**src/rtl/cba_pkg.sv**
```systemverilog
// ----------------------------------------------------------------------------
// cba_pkg
// Shared types and fixed constants of the centered box average filter.
// ----------------------------------------------------------------------------
`default_nettype none

package cba_pkg;

  // Width of the half width configuration register.
  localparam int CFG_HW_BITS = 5;

  // Depth of the queue between the front and the back, and its pointer width.
  localparam int QUEUE_DEPTH = 4;
  localparam int QUEUE_AW    = 2;

  // Front: takes an item, updates the running sum, then flushes at row end.
  typedef enum logic [1:0] {
    FS_IDLE,
    FS_UPDATE,
    FS_FLUSH
  } front_state_t;

  // Back: pops a window sum, divides it, holds the result for the receiver.
  typedef enum logic [1:0] {
    BS_IDLE,
    BS_DIVIDE,
    BS_HOLD
  } back_state_t;

endpackage : cba_pkg

`default_nettype wire

```
**src/rtl/cba_front.sv**
```systemverilog
// ----------------------------------------------------------------------------
// cba_front
// Accepts samples, keeps the sample ring and the running window sum, and
// pushes one window sum per position that is due, with the row's last mark.
// ----------------------------------------------------------------------------
`default_nettype none

module cba_front #(
  parameter int SAMPLE_BITS = 16,
  parameter int HW          = 5,
  parameter int AW          = 6,
  parameter int RCW         = 6,
  parameter int SW          = 22
) (
  input  wire logic                   clk,
  input  wire logic                   rst_n,
  input  wire logic                   in_valid,
  output logic                        in_stall,
  input  wire logic [SAMPLE_BITS-1:0] in_sample,
  input  wire logic                   in_row_end,
  input  wire logic [HW-1:0]          half_w,
  input  wire logic [AW-1:0]          win_len,
  output logic                        push_valid,
  input  wire logic                   push_full,
  output logic [SW-1:0]               push_sum,
  output logic                        push_last
);
  import cba_pkg::*;

  localparam int RING_DEPTH = 1 << AW;

  front_state_t state_r, state_nxt;

  logic [SAMPLE_BITS-1:0] smp_r, smp_nxt;
  logic                   last_r, last_nxt;
  logic [AW-1:0]          wp_r, wp_nxt;
  logic [AW-1:0]          cnt_r, cnt_nxt;
  logic [RCW-1:0]         rowc_r, rowc_nxt;
  logic [SW-1:0]          sum_r, sum_nxt;
  logic [HW-1:0]          idx_r, idx_nxt;

  logic [SAMPLE_BITS-1:0] ring_mem [RING_DEPTH];
  logic [SAMPLE_BITS-1:0] rdata_r;
  logic                   rd_en;
  logic [AW-1:0]          rd_addr;
  logic                   wr_en;

  logic [RCW-1:0]         h_ext;
  logic [SW-1:0]          smp_ext;
  logic [SW-1:0]          old_ext;
  logic [SW-1:0]          sum_upd;
  logic [SW-1:0]          sum_flush;
  logic [AW-1:0]          back_dist;
  logic                   upd_old_ok;
  logic                   flush_old_ok;
  logic                   emit_upd;
  logic                   emit_flush;
  logic [RCW:0]           idx_plus_rowc;

  // Arithmetic shared by the update and flush steps.
  always_comb begin
    h_ext         = RCW'(half_w);
    smp_ext       = {{AW{smp_r[SAMPLE_BITS-1]}}, smp_r};
    old_ext       = {{AW{rdata_r[SAMPLE_BITS-1]}}, rdata_r};
    // An entry is valid only if it was written earlier in this row.
    upd_old_ok    = (cnt_r >= win_len);
    back_dist     = win_len - AW'(idx_r);
    flush_old_ok  = (cnt_r >= back_dist);
    sum_upd       = sum_r + smp_ext - (upd_old_ok ? old_ext : '0);
    sum_flush     = sum_r - (flush_old_ok ? old_ext : '0);
    emit_upd      = (rowc_r >= h_ext);
    idx_plus_rowc = (RCW+1)'(idx_r) + (RCW+1)'(rowc_r);
    emit_flush    = (rowc_r >= h_ext) || (idx_plus_rowc >= (RCW+1)'(half_w));
  end

  // Next state and handshake.
  always_comb begin
    state_nxt  = state_r;
    smp_nxt    = smp_r;
    last_nxt   = last_r;
    wp_nxt     = wp_r;
    cnt_nxt    = cnt_r;
    rowc_nxt   = rowc_r;
    sum_nxt    = sum_r;
    idx_nxt    = idx_r;
    in_stall   = 1'b1;
    push_valid = 1'b0;
    push_last  = 1'b0;
    push_sum   = sum_upd;
    rd_en      = 1'b0;
    rd_addr    = wp_r - win_len;
    wr_en      = 1'b0;

    case (state_r)
      FS_IDLE: begin
        in_stall = 1'b0;
        if (in_valid) begin
          wr_en     = 1'b1;
          rd_en     = 1'b1;
          smp_nxt   = in_sample;
          last_nxt  = in_row_end;
          state_nxt = FS_UPDATE;
        end
      end

      FS_UPDATE: begin
        push_sum = sum_upd;
        if (!(emit_upd && push_full)) begin
          push_valid = emit_upd;
          push_last  = last_r && (half_w == '0);
          if (last_r) begin
            if (half_w == '0) begin
              sum_nxt   = '0;
              wp_nxt    = '0;
              cnt_nxt   = '0;
              rowc_nxt  = '0;
              state_nxt = FS_IDLE;
            end else begin
              sum_nxt   = sum_upd;
              idx_nxt   = HW'(1);
              rd_en     = 1'b1;
              rd_addr   = wp_r - win_len + AW'(1);
              state_nxt = FS_FLUSH;
            end
          end else begin
            sum_nxt = sum_upd;
            wp_nxt  = wp_r + AW'(1);
            if (cnt_r != '1) begin
              cnt_nxt = cnt_r + AW'(1);
            end
            if (rowc_r < h_ext + RCW'(1)) begin
              rowc_nxt = rowc_r + RCW'(1);
            end
            state_nxt = FS_IDLE;
          end
        end
      end

      FS_FLUSH: begin
        push_sum = sum_flush;
        if (!(emit_flush && push_full)) begin
          push_valid = emit_flush;
          push_last  = (idx_r == half_w);
          if (idx_r == half_w) begin
            sum_nxt   = '0;
            wp_nxt    = '0;
            cnt_nxt   = '0;
            rowc_nxt  = '0;
            state_nxt = FS_IDLE;
          end else begin
            sum_nxt = sum_flush;
            idx_nxt = idx_r + HW'(1);
            rd_en   = 1'b1;
            rd_addr = wp_r - win_len + AW'(idx_r) + AW'(1);
          end
        end
      end

      default: begin
        state_nxt = FS_IDLE;
      end
    endcase
  end

  // Control registers.
  always_ff @(posedge clk) begin
    if (!rst_n) begin
      state_r <= FS_IDLE;
      wp_r    <= '0;
      cnt_r   <= '0;
      rowc_r  <= '0;
      sum_r   <= '0;
      idx_r   <= '0;
    end else begin
      state_r <= state_nxt;
      wp_r    <= wp_nxt;
      cnt_r   <= cnt_nxt;
      rowc_r  <= rowc_nxt;
      sum_r   <= sum_nxt;
      idx_r   <= idx_nxt;
    end
  end

  // Payload registers.
  always_ff @(posedge clk) begin
    smp_r  <= smp_nxt;
    last_r <= last_nxt;
  end

  // Sample ring: one write and one registered read per cycle.
  always_ff @(posedge clk) begin
    if (wr_en) begin
      ring_mem[wp_r] <= in_sample;
    end
    if (rd_en) begin
      rdata_r <= ring_mem[rd_addr];
    end
  end

endmodule : cba_front

`default_nettype wire

```
**src/rtl/cba_queue.sv**
```systemverilog
// ----------------------------------------------------------------------------
// cba_queue
// Small first-in first-out queue of window sums between front and back.
// ----------------------------------------------------------------------------
`default_nettype none

module cba_queue #(
  parameter int WIDTH = 23
) (
  input  wire logic             clk,
  input  wire logic             rst_n,
  input  wire logic             push,
  input  wire logic [WIDTH-1:0] push_data,
  output logic                  full,
  input  wire logic             pop,
  output logic [WIDTH-1:0]      pop_data,
  output logic                  not_empty
);
  import cba_pkg::*;

  logic [WIDTH-1:0]  data_r [QUEUE_DEPTH];
  logic [QUEUE_AW-1:0] wr_ptr_r;
  logic [QUEUE_AW-1:0] rd_ptr_r;
  logic [QUEUE_AW:0]   count_r;
  logic                do_push;
  logic                do_pop;

  // Status and read side.
  always_comb begin
    full      = (count_r == (QUEUE_AW+1)'(QUEUE_DEPTH));
    not_empty = (count_r != '0);
    do_push   = push && !full;
    do_pop    = pop && not_empty;
    pop_data  = data_r[rd_ptr_r];
  end

  // Pointers and fill count.
  always_ff @(posedge clk) begin
    if (!rst_n) begin
      wr_ptr_r <= '0;
      rd_ptr_r <= '0;
      count_r  <= '0;
    end else begin
      if (do_push) begin
        wr_ptr_r <= wr_ptr_r + QUEUE_AW'(1);
      end
      if (do_pop) begin
        rd_ptr_r <= rd_ptr_r + QUEUE_AW'(1);
      end
      if (do_push && !do_pop) begin
        count_r <= count_r + (QUEUE_AW+1)'(1);
      end else if (do_pop && !do_push) begin
        count_r <= count_r - (QUEUE_AW+1)'(1);
      end
    end
  end

  // Entry storage.
  always_ff @(posedge clk) begin
    if (do_push) begin
      data_r[wr_ptr_r] <= push_data;
    end
  end

endmodule : cba_queue

`default_nettype wire

```
**src/rtl/cba_divider.sv**
```systemverilog
// ----------------------------------------------------------------------------
// cba_divider
// Back end: divides each window sum by the window length, one quotient bit
// per cycle, truncating toward zero, and holds the result for the receiver.
// ----------------------------------------------------------------------------
`default_nettype none

module cba_divider #(
  parameter int SAMPLE_BITS = 16,
  parameter int AW          = 6,
  parameter int SW          = 22
) (
  input  wire logic                   clk,
  input  wire logic                   rst_n,
  input  wire logic                   q_valid,
  output logic                        q_pop,
  input  wire logic [SW-1:0]          q_sum,
  input  wire logic                   q_last,
  input  wire logic [AW-1:0]          win_len,
  output logic                        out_valid,
  input  wire logic                   out_stall,
  output logic [SAMPLE_BITS-1:0]      out_average,
  output logic                        out_row_last
);
  import cba_pkg::*;

  localparam int CW = $clog2(SW);

  back_state_t state_r, state_nxt;

  logic [SW-1:0]          mag_r, mag_nxt;
  logic [AW-1:0]          rem_r, rem_nxt;
  logic [CW-1:0]          ctr_r, ctr_nxt;
  logic                   neg_r, neg_nxt;
  logic                   last_r, last_nxt;
  logic [SAMPLE_BITS-1:0] avg_r, avg_nxt;

  logic [AW:0]            rem_sh;
  logic                   q_bit;
  logic [SW-1:0]          quot;

  // One restoring division step.
  always_comb begin
    rem_sh = {rem_r, mag_r[SW-1]};
    q_bit  = (rem_sh >= (AW+1)'(win_len));
    quot   = {mag_r[SW-2:0], q_bit};
  end

  // Next state and handshake.
  always_comb begin
    state_nxt = state_r;
    mag_nxt   = mag_r;
    rem_nxt   = rem_r;
    ctr_nxt   = ctr_r;
    neg_nxt   = neg_r;
    last_nxt  = last_r;
    avg_nxt   = avg_r;
    q_pop     = 1'b0;
    out_valid = 1'b0;

    case (state_r)
      BS_IDLE: begin
        if (q_valid) begin
          q_pop     = 1'b1;
          neg_nxt   = q_sum[SW-1];
          mag_nxt   = q_sum[SW-1] ? (~q_sum + SW'(1)) : q_sum;
          rem_nxt   = '0;
          ctr_nxt   = CW'(SW - 1);
          last_nxt  = q_last;
          state_nxt = BS_DIVIDE;
        end
      end

      BS_DIVIDE: begin
        rem_nxt = q_bit ? AW'(rem_sh - (AW+1)'(win_len)) : AW'(rem_sh);
        mag_nxt = quot;
        ctr_nxt = ctr_r - CW'(1);
        if (ctr_r == '0) begin
          avg_nxt   = neg_r ? SAMPLE_BITS'(~quot + SW'(1)) : SAMPLE_BITS'(quot);
          state_nxt = BS_HOLD;
        end
      end

      BS_HOLD: begin
        out_valid = 1'b1;
        if (!out_stall) begin
          state_nxt = BS_IDLE;
        end
      end

      default: begin
        state_nxt = BS_IDLE;
      end
    endcase
  end

  // Control register.
  always_ff @(posedge clk) begin
    if (!rst_n) begin
      state_r <= BS_IDLE;
    end else begin
      state_r <= state_nxt;
    end
  end

  // Datapath registers.
  always_ff @(posedge clk) begin
    mag_r  <= mag_nxt;
    rem_r  <= rem_nxt;
    ctr_r  <= ctr_nxt;
    neg_r  <= neg_nxt;
    last_r <= last_nxt;
    avg_r  <= avg_nxt;
  end

  assign out_average  = avg_r;
  assign out_row_last = last_r;

endmodule : cba_divider

`default_nettype wire

```
**src/rtl/centered_box_average_filter.sv**
```systemverilog
// ----------------------------------------------------------------------------
// centered_box_average_filter
// Centered moving average over rows of signed samples, zero padded at both
// row ends, divided by the window length and truncated toward zero.
//
// Usage: one sample per input item, with in_row_end on the last sample of a
// row. The window holds 2*H+1 samples, H written through the cfg channel
// (cfg_ready is always high; write only while the block is idle). Position p
// of a row comes out when sample p+H arrives; the row's last sample flushes
// the remaining positions, and out_row_last marks the row's final result.
// The front takes an item in its idle and update states and, at a row end,
// spends a flush step on each remaining position with one ring read per
// step, holding while the queue is full. The back divides one bit per cycle;
// that divider sets the sustained result rate. A 4-entry queue lets the
// front keep taking items while the back divides. When out_stall is high the
// result holds, the queue fills and then in_stall rises. Reset clears the
// running sum, pointers and counters and sets H to 0; no clearing pass is
// needed.
// ----------------------------------------------------------------------------
`default_nettype none

module centered_box_average_filter #(
  parameter int MAX_HALF_WIDTH = 31,
  parameter int SAMPLE_BITS    = 16
) (
  input  wire logic                              clk,
  input  wire logic                              rst_n,
  input  wire logic                              in_valid,
  output logic                                   in_stall,
  input  wire logic signed [SAMPLE_BITS-1:0]     in_sample,
  input  wire logic                              in_row_end,
  output logic                                   out_valid,
  input  wire logic                              out_stall,
  output logic signed [SAMPLE_BITS-1:0]          out_average,
  output logic                                   out_row_last,
  input  wire logic                              cfg_valid,
  output logic                                   cfg_ready,
  input  wire logic [cba_pkg::CFG_HW_BITS-1:0]   cfg_half_width
);
  import cba_pkg::*;

  localparam int HW  = $clog2(MAX_HALF_WIDTH + 1);
  localparam int AW  = $clog2(2 * MAX_HALF_WIDTH + 2);
  localparam int RCW = $clog2(MAX_HALF_WIDTH + 2);
  localparam int SW  = SAMPLE_BITS + AW;

  logic [CFG_HW_BITS-1:0] hw_cfg_r;
  logic [HW-1:0]          half_w;
  logic [AW-1:0]          win_len;

  logic                   push_valid;
  logic                   push_full;
  logic [SW-1:0]          push_sum;
  logic                   push_last;
  logic                   q_pop;
  logic [SW:0]            q_data;
  logic                   q_valid;
  logic [SAMPLE_BITS-1:0] avg_bits;

  // Configuration register, always ready.
  assign cfg_ready = 1'b1;

  always_ff @(posedge clk) begin
    if (!rst_n) begin
      hw_cfg_r <= '0;
    end else if (cfg_valid && cfg_ready) begin
      hw_cfg_r <= cfg_half_width;
    end
  end

  // Effective half width is capped at the largest supported value.
  always_comb begin
    if (hw_cfg_r > CFG_HW_BITS'(MAX_HALF_WIDTH)) begin
      half_w = HW'(MAX_HALF_WIDTH);
    end else begin
      half_w = HW'(hw_cfg_r);
    end
    win_len = AW'({half_w, 1'b1});
  end

  cba_front #(
    .SAMPLE_BITS (SAMPLE_BITS),
    .HW          (HW),
    .AW          (AW),
    .RCW         (RCW),
    .SW          (SW)
  ) u_front (
    .clk        (clk),
    .rst_n      (rst_n),
    .in_valid   (in_valid),
    .in_stall   (in_stall),
    .in_sample  (in_sample),
    .in_row_end (in_row_end),
    .half_w     (half_w),
    .win_len    (win_len),
    .push_valid (push_valid),
    .push_full  (push_full),
    .push_sum   (push_sum),
    .push_last  (push_last)
  );

  cba_queue #(
    .WIDTH (SW + 1)
  ) u_queue (
    .clk       (clk),
    .rst_n     (rst_n),
    .push      (push_valid),
    .push_data ({push_last, push_sum}),
    .full      (push_full),
    .pop       (q_pop),
    .pop_data  (q_data),
    .not_empty (q_valid)
  );

  cba_divider #(
    .SAMPLE_BITS (SAMPLE_BITS),
    .AW          (AW),
    .SW          (SW)
  ) u_divider (
    .clk          (clk),
    .rst_n        (rst_n),
    .q_valid      (q_valid),
    .q_pop        (q_pop),
    .q_sum        (q_data[SW-1:0]),
    .q_last       (q_data[SW]),
    .win_len      (win_len),
    .out_valid    (out_valid),
    .out_stall    (out_stall),
    .out_average  (avg_bits),
    .out_row_last (out_row_last)
  );

  assign out_average = avg_bits;

endmodule : centered_box_average_filter

`default_nettype wire
```
**config.mk**
```make
export PLATFORM = sky130hd
export DESIGN_NAME = centered_box_average_filter
export DESIGN_NICKNAME = d
export VERILOG_FILES = /design/src/rtl/cba_pkg.sv /design/src/rtl/cba_front.sv /design/src/rtl/cba_queue.sv /design/src/rtl/cba_divider.sv /design/src/rtl/centered_box_average_filter.sv
export SDC_FILE = /design/constraint.sdc
export NUM_CORES = 2
export LEC_CHECK = 0
export ABC_AREA = 1
export BUFFER_PORTS_ARGS = -buffer_cell sky130_fd_sc_hd__buf_4
export CORE_MARGIN = 2
export CORE_UTILIZATION = 25
export DETAILED_ROUTE_END_ITERATION = 7
export PLACE_DENSITY = 0.47
export SLEW_MARGIN = 5
export SYNTH_ARGS = -nofsm -noshare
export SYNTH_HDL_FRONTEND = slang
export SYNTH_HIERARCHICAL = 1
export SYNTH_SLANG_ARGS = --single-unit
```
**constraint.sdc**
```tcl
create_clock -name clk -period 10.01 [get_ports clk]
set_clock_uncertainty 0.05 [all_clocks]
set_input_delay 2.002 -clock clk [delete_from_list [all_inputs] [get_ports clk]]
set_output_delay 2.002 -clock clk [all_outputs]
set_load 0.1 [all_outputs]
```
# Word-level counts from Yosys, hierarchy flattened
# Memory sizes are Yosys's and may differ from the RTL's. A register that Yosys moved wholly into a read port is not among the register bits.
# Index checks and enable logic that the tools add are counted.
# W data, S select, Z words.
# word_totals
register_bits,129
inputBits,27
ramBits,1116
memories,2
elab_cells,184
# op_classes
reduce_logical,30
eq_ne,20
n_lt_le_gt_ge,7
muxes,82
n_addsub,22
bitwise_logic,2
# memory_table
name,words,width,rd,rd_clocked_by_memory_dff,write_ports,line_no,text
u_front.ring_mem,64,16,1,1,1,cba_front.sv:42,logic [SAMPLE_BITS-1:0] ring_mem [RING_DEPTH];
u_queue.data_r,4,23,1,1,1,cba_queue.sv:21,logic [WIDTH-1:0] data_r [QUEUE_DEPTH];
# ops
operator,n
$mux W22,10
$mux W6,18
$pmux W22 S2,2
$pmux W6 S2,5
$sub A22 B22 Y22,2
$mux W5,7
$add A6 B1 Y6 const B,5
$add A22 B1 Y22 const B,1
$add A22 B22 Y22,1
$mux W2,11
$not A22 Y22,1
$pmux W5 S2,2
$mux W1,19
$reduce_and A6 Y1,3
$add A16 B1 Y16 const B,1
$mux W16,1
$not A16 Y16,1
$ne A2 B2 Y1 const B,7
$ge A6 B6 Y1,2
$pmux W2 S3,2
$sub A6 B6 Y6,2
$logic_not A5 Y1,2
$reduce_and A2 Y1,4
$add A5 B6 Y7,1
33 further kinds,53

# Depth between registers and ports, before layout
# logic_depth
ltp_word,12
mapped_depth,30
ltp_nobuf,29

# Hierarchy
# Netlist, hierarchy kept.
# modules_own_cells
module,seq_area_each_um2,cells_per_inst,instances,area_per_inst_um2
cba_front,32681.3,5195,1,52856.9
cba_queue,2942.8,291,1,3928.8
cba_divider,1571.5,397,1,3339.5
centered_box_average_filter,100.1,38,1,235.2

# Least setup slack after synthesis
# No wires, ideal clock.
# synth_timing
path_type,reg2reg
start,register hw_cfg_r[0]
end,"memory u_queue.data_r[0][16], data pin"
setup_time_ps,275
required_time_ps,9685
arrival_time_ps,4484
path_buffers,2
slack_ps,5201
stages_incl_launch_ff,29
period_less_slack_ps,4809
cell_sequence,dfxtp_1 clkbuf_1 inv_1 ha_1 a21boi_0 o21a_1 o21a_1 o21a_1 o21ai_0 nand2_1 clkbuf_1 nand2_1 inv_1 fa_1 inv_1 ha_1 nand2_1 nor2_1 o21ai_0 o211ai_1 a31oi_1 o21ai_0 nand3_1 nand2_1 inv_1 o21bai_1 a21oi_1 o21ai_0 nand2_1
# synth_between
elab_chain_cells,7
# synth_lines
item,line_no,text
from (decl),centered_box_average_filter.sv:47,logic [CFG_HW_BITS-1:0] hw_cfg_r;
from (signal assigned),centered_box_average_filter.sv:67,hw_cfg_r <= cfg_half_width;
$gt A5 B5 Y1,centered_box_average_filter.sv:73,if (hw_cfg_r > CFG_HW_BITS'(MAX_HALF_WIDTH)) begin
$mux W5 *,centered_box_average_filter.sv:73,
via half_w[0],centered_box_average_filter.sv:48,logic [HW-1:0] half_w;
$sub A6 B5 Y6,cba_front.sv:67,back_dist = win_len - AW'(idx_r);
$ge A6 B6 Y1,cba_front.sv:68,flush_old_ok = (cnt_r >= back_dist);
$mux W22,cba_front.sv:70,sum_flush = sum_r - (flush_old_ok ? old_ext : '0);
$sub A22 B22 Y22,cba_front.sv:70,
$mux W22 *,cba_front.sv:94,case (state_r)
via push_sum[16],centered_box_average_filter.sv:53,logic [SW-1:0] push_sum;
to (decl),cba_queue.sv:21,
# The timed path passes the listed nets; every way through them passes the cells marked *.

# Worst setup path after layout
# layout_timing
start,register u_front.idx_r[0]
end,"register u_front.rdata_r[10] (read register of u_front.ring_mem), data pin"
# layout_between
elab_chain_cells,6
# layout_lines
item,line_no,text
from (decl),cba_front.sv:40,"logic [HW-1:0] idx_r, idx_nxt;"
from (signal assigned),cba_front.sv:180,idx_r <= idx_nxt;
$add A5 B6 Y7,cba_front.sv:72,idx_plus_rowc = (RCW+1)'(idx_r) + (RCW+1)'(rowc_r);
$ge A7 B5 Y1,cba_front.sv:73,emit_flush = (rowc_r >= h_ext) || (idx_plus_rowc >= (RCW+1)'(half_w));
$logic_or A1 B1 Y1,cba_front.sv:73,
$logic_and A1 B1 Y1,cba_front.sv:141,if (!(emit_flush && push_full)) begin
$mux W1 or $mux W6 (tied branches),cba_front.sv:141,
$pmux W1 S3 or $pmux W6 S2 (tied branches),cba_front.sv:94,
to (decl),cba_front.sv:43,logic [SAMPLE_BITS-1:0] rdata_r;
# Several ways; a longest one is shown, not always the timed one.
# A chain may end at the register's enable or synchronous reset.

==> flow_summary.toml <==
[outcome]
status = "complete, no violations"

[sta]
setup_tns_ns = 0
min_period_ns = 6.32
whs_ns = 0.456
slew_headroom = 0.143
timing.fmax_mhz = 158
report.final.setup_viol = 0
min_period_over_period = 0.631
worst_pin_slew_ns = 1.29
rsz0062_at_grt = "false"
hold_violations = 0
drv_slew = 0

[grt]
grt_overflow = 0
grt_max_degree = 183
antenna_found_initial = 7
grt_pass1_wl_um = 280000
grt_pass1_vias = 41600
globalRouteTotalUtil = 0.151

[cells_and_area]
final_util = 0.286
register_area_um2 = 37300
layout_common_cells = "nand2_1 (1312), edfxtp_1 (1200), nand3_1 (1174)"
drive_gt1_frac = 0.0771
nFillCells = 24900
layout.nets = 6069
final_common_cell = "nand2_1"
final_cell_area_um2 = 68700
multi_input_area_um2 = 18900
syn_to_final_growth_pct = 13.7

[logic_synthesis]
synthArstFlopShare = 0
synth-seq-cells = 1263
synth_flop_cell = "edfxtp_1"
synth_cell_types = 59
syn_area_per_cell_um2 = 10.2
netlist_instances = 5921
ys_seq_area_frac = 0.618
yosysWarnings = 6
synth_area_um2 = 60400
synth_edf_count = 1200

[critical_path]
required_ns = 10.49
cpMaxStageDelayCell = "nand2_8"
arrival_ns = 6.80
setup.worst_path.start_class = "flop"
slowest_delay_ns = 0.81
cp_max_fo = 156
crit_type = "flop to flop"
endpoint_kind = "flop"
crit_chain = "ha_1, inv_1, fa_1, xnor2_1, ha_1, a21oi_1, nand2_1, nand2_1, nand2_1, nand2_1, nand2_1, o21ai_0, nand3_1, nand3_2, nand2_8, nand2_8, buf_12, nand2_1, nand3_1, nand3_1, nand3_1, nand3_1, nand3_1, nand2_1"
cp_common_cell = "nand2_1"

[detailed_routing]
avgViaCountPerCell = 4.68
drt_first_iter_violations = 3571
dr.pass1.iters = 6
routedWlPerCell_um = 20.5
drt-total-wl_um = 189000
ant_nets = 0
drc = 0
num_vias = 43000

[floorplan]
die_area_um2 = 245000
die_w_um = 495
core-area_um2 = 240000
die_h_um = 495
io-pin-count = 47
start_util = 0.251
rows = 180

[placement]
gp_congestion = 0.838
place_area_um2 = 64100
port_buffers = 45
dp_hpwl_um = 108000

[cts]
holdBufCountCts = 0
clock_sinks = 1263
cts_tree = "built"
cts_root_buffer = "clkbuf_16"
postCtsSetupRepairBufs = 0
clk_latency_ns = 0.80
cts_buffer_depth = 3
cts-resized-gates = 0
htree_levels = 4
numCtsBuffers = 142
clk_pin_slew_ns = 0.06

[run]
cap_viol_max_count = 0

[worst_hold_path]
min_path_type = "flop to flop"
==> path summary, 6_finish.rpt <==
path | from | endpoint | slack (ns) | cells after the start
min | u_front/sum_r[18] | u_front/sum_r[18] | 0.46 | 2
min reg2reg | u_front/sum_r[18] | u_front/sum_r[18] | 0.46 | 2
max | u_front/idx_r[0] | u_front/rdata_r[10] | 3.69 | 24
max reg2reg | u_front/idx_r[0] | u_front/rdata_r[10] | 3.69 | 24
==> critical path: cells and delay by family (launching register included) <==
family / cells / cell delay (ns)
DFF: 1 / 0.44
xor gates and xnor gates: 1 / 0.20
adders and majority gates: 3 / 0.89
and+or+nand+nor: 16 / 3.17
buffers and inverters: 2 / 0.59
AOI/OAI and AO/OA: 2 / 0.40
==> sequential cells by signal, indices dropped and copies added (netlist names), 3 cells and up, named ones only <==
name / flops
u_front/ring_mem: 1024
u_queue/data_r: 92
u_divider/mag_r: 22
u_front/sum_r: 22
u_divider/out_average: 16
u_front/rdata_r: 16
u_front/smp_r: 16
u_divider/rem_r: 6
u_front/cnt_r: 6
u_front/rowc_r: 6
u_front/wp_r: 6
hw_cfg_r: 5
u_divider/ctr_r: 5
u_front/idx_r: 5
u_queue/count_r: 3
==> through the flow <==
stage	std cells	setup slack [ns]
floorplan	5925	5.20
global placement	8937	3.68
detailed placement	8937	3.75
CTS	9191	3.78
global route	9191	3.32
finish	9192	3.69
==> synth_stat cells, types with 25 or more instances <==
| cell type | count | area (um2) |
|---|---|---|
| o21ai_0 | 141 | 706 |
| clkbuf_1 | 94 | 353 |
| o21ai_1 | 35 | 175 |
| xor2_1 | 38 | 333 |
| a21oi_1 | 112 | 561 |
| nand3_1 | 1174 | 5880 |
| fa_1 | 28 | 561 |
| dfxtp_1 | 63 | 1260 |
| nor2_1 | 236 | 886 |
| nor3_1 | 29 | 145 |
| xnor2_1 | 25 | 219 |
| ha_1 | 118 | 1480 |
| edfxtp_1 | 1200 | 36000 |
| inv_1 | 664 | 2490 |
| buf_2 | 190 | 951 |
| nand2_1 | 1313 | 4930 |
| nand3b_1 | 197 | 1480 |
| o22ai_1 | 32 | 200 |
==> cell families (layout without fill, tap and decap cells) <==
group                    Yosys count  count (layout)  synth area share
adder cells (fa/ha/maj)          146             146            0.0337
buffers and inverters           1020            1101            0.0712
XOR/XNOR                          63              63           0.00914
flip-flops                      1263            1263             0.618
other                              1               6         0.0000621
AO/OA/AOI/OAI                    390             390            0.0368
AND/OR/NAND/NOR                 3038            3038             0.231
==> per-layer routing <==
metal  vias to the layer above  track usage  wire [um]
met5                         -            0         19
met4                         4       0.0476       5820
met3                       275       0.0234      10300
met2                      1251        0.241      86300
met1                     21300        0.209      86200
li1                      20200            -          -
==> area by class of cell <==
type	count	share of cell area
antenna	1	0.0000364
clock buffer	184	0.0563
clock inverter	70	0.0102
inverter	691	0.0379
multi-input combinational	3642	0.276
sequential	1263	0.543
tap	3185	0.0580
timing repair buffer	156	0.0185
Power is left out: the tool's default activity adds up to more than one toggle a clock period on the data nets, which glitch-free logic cannot reach.
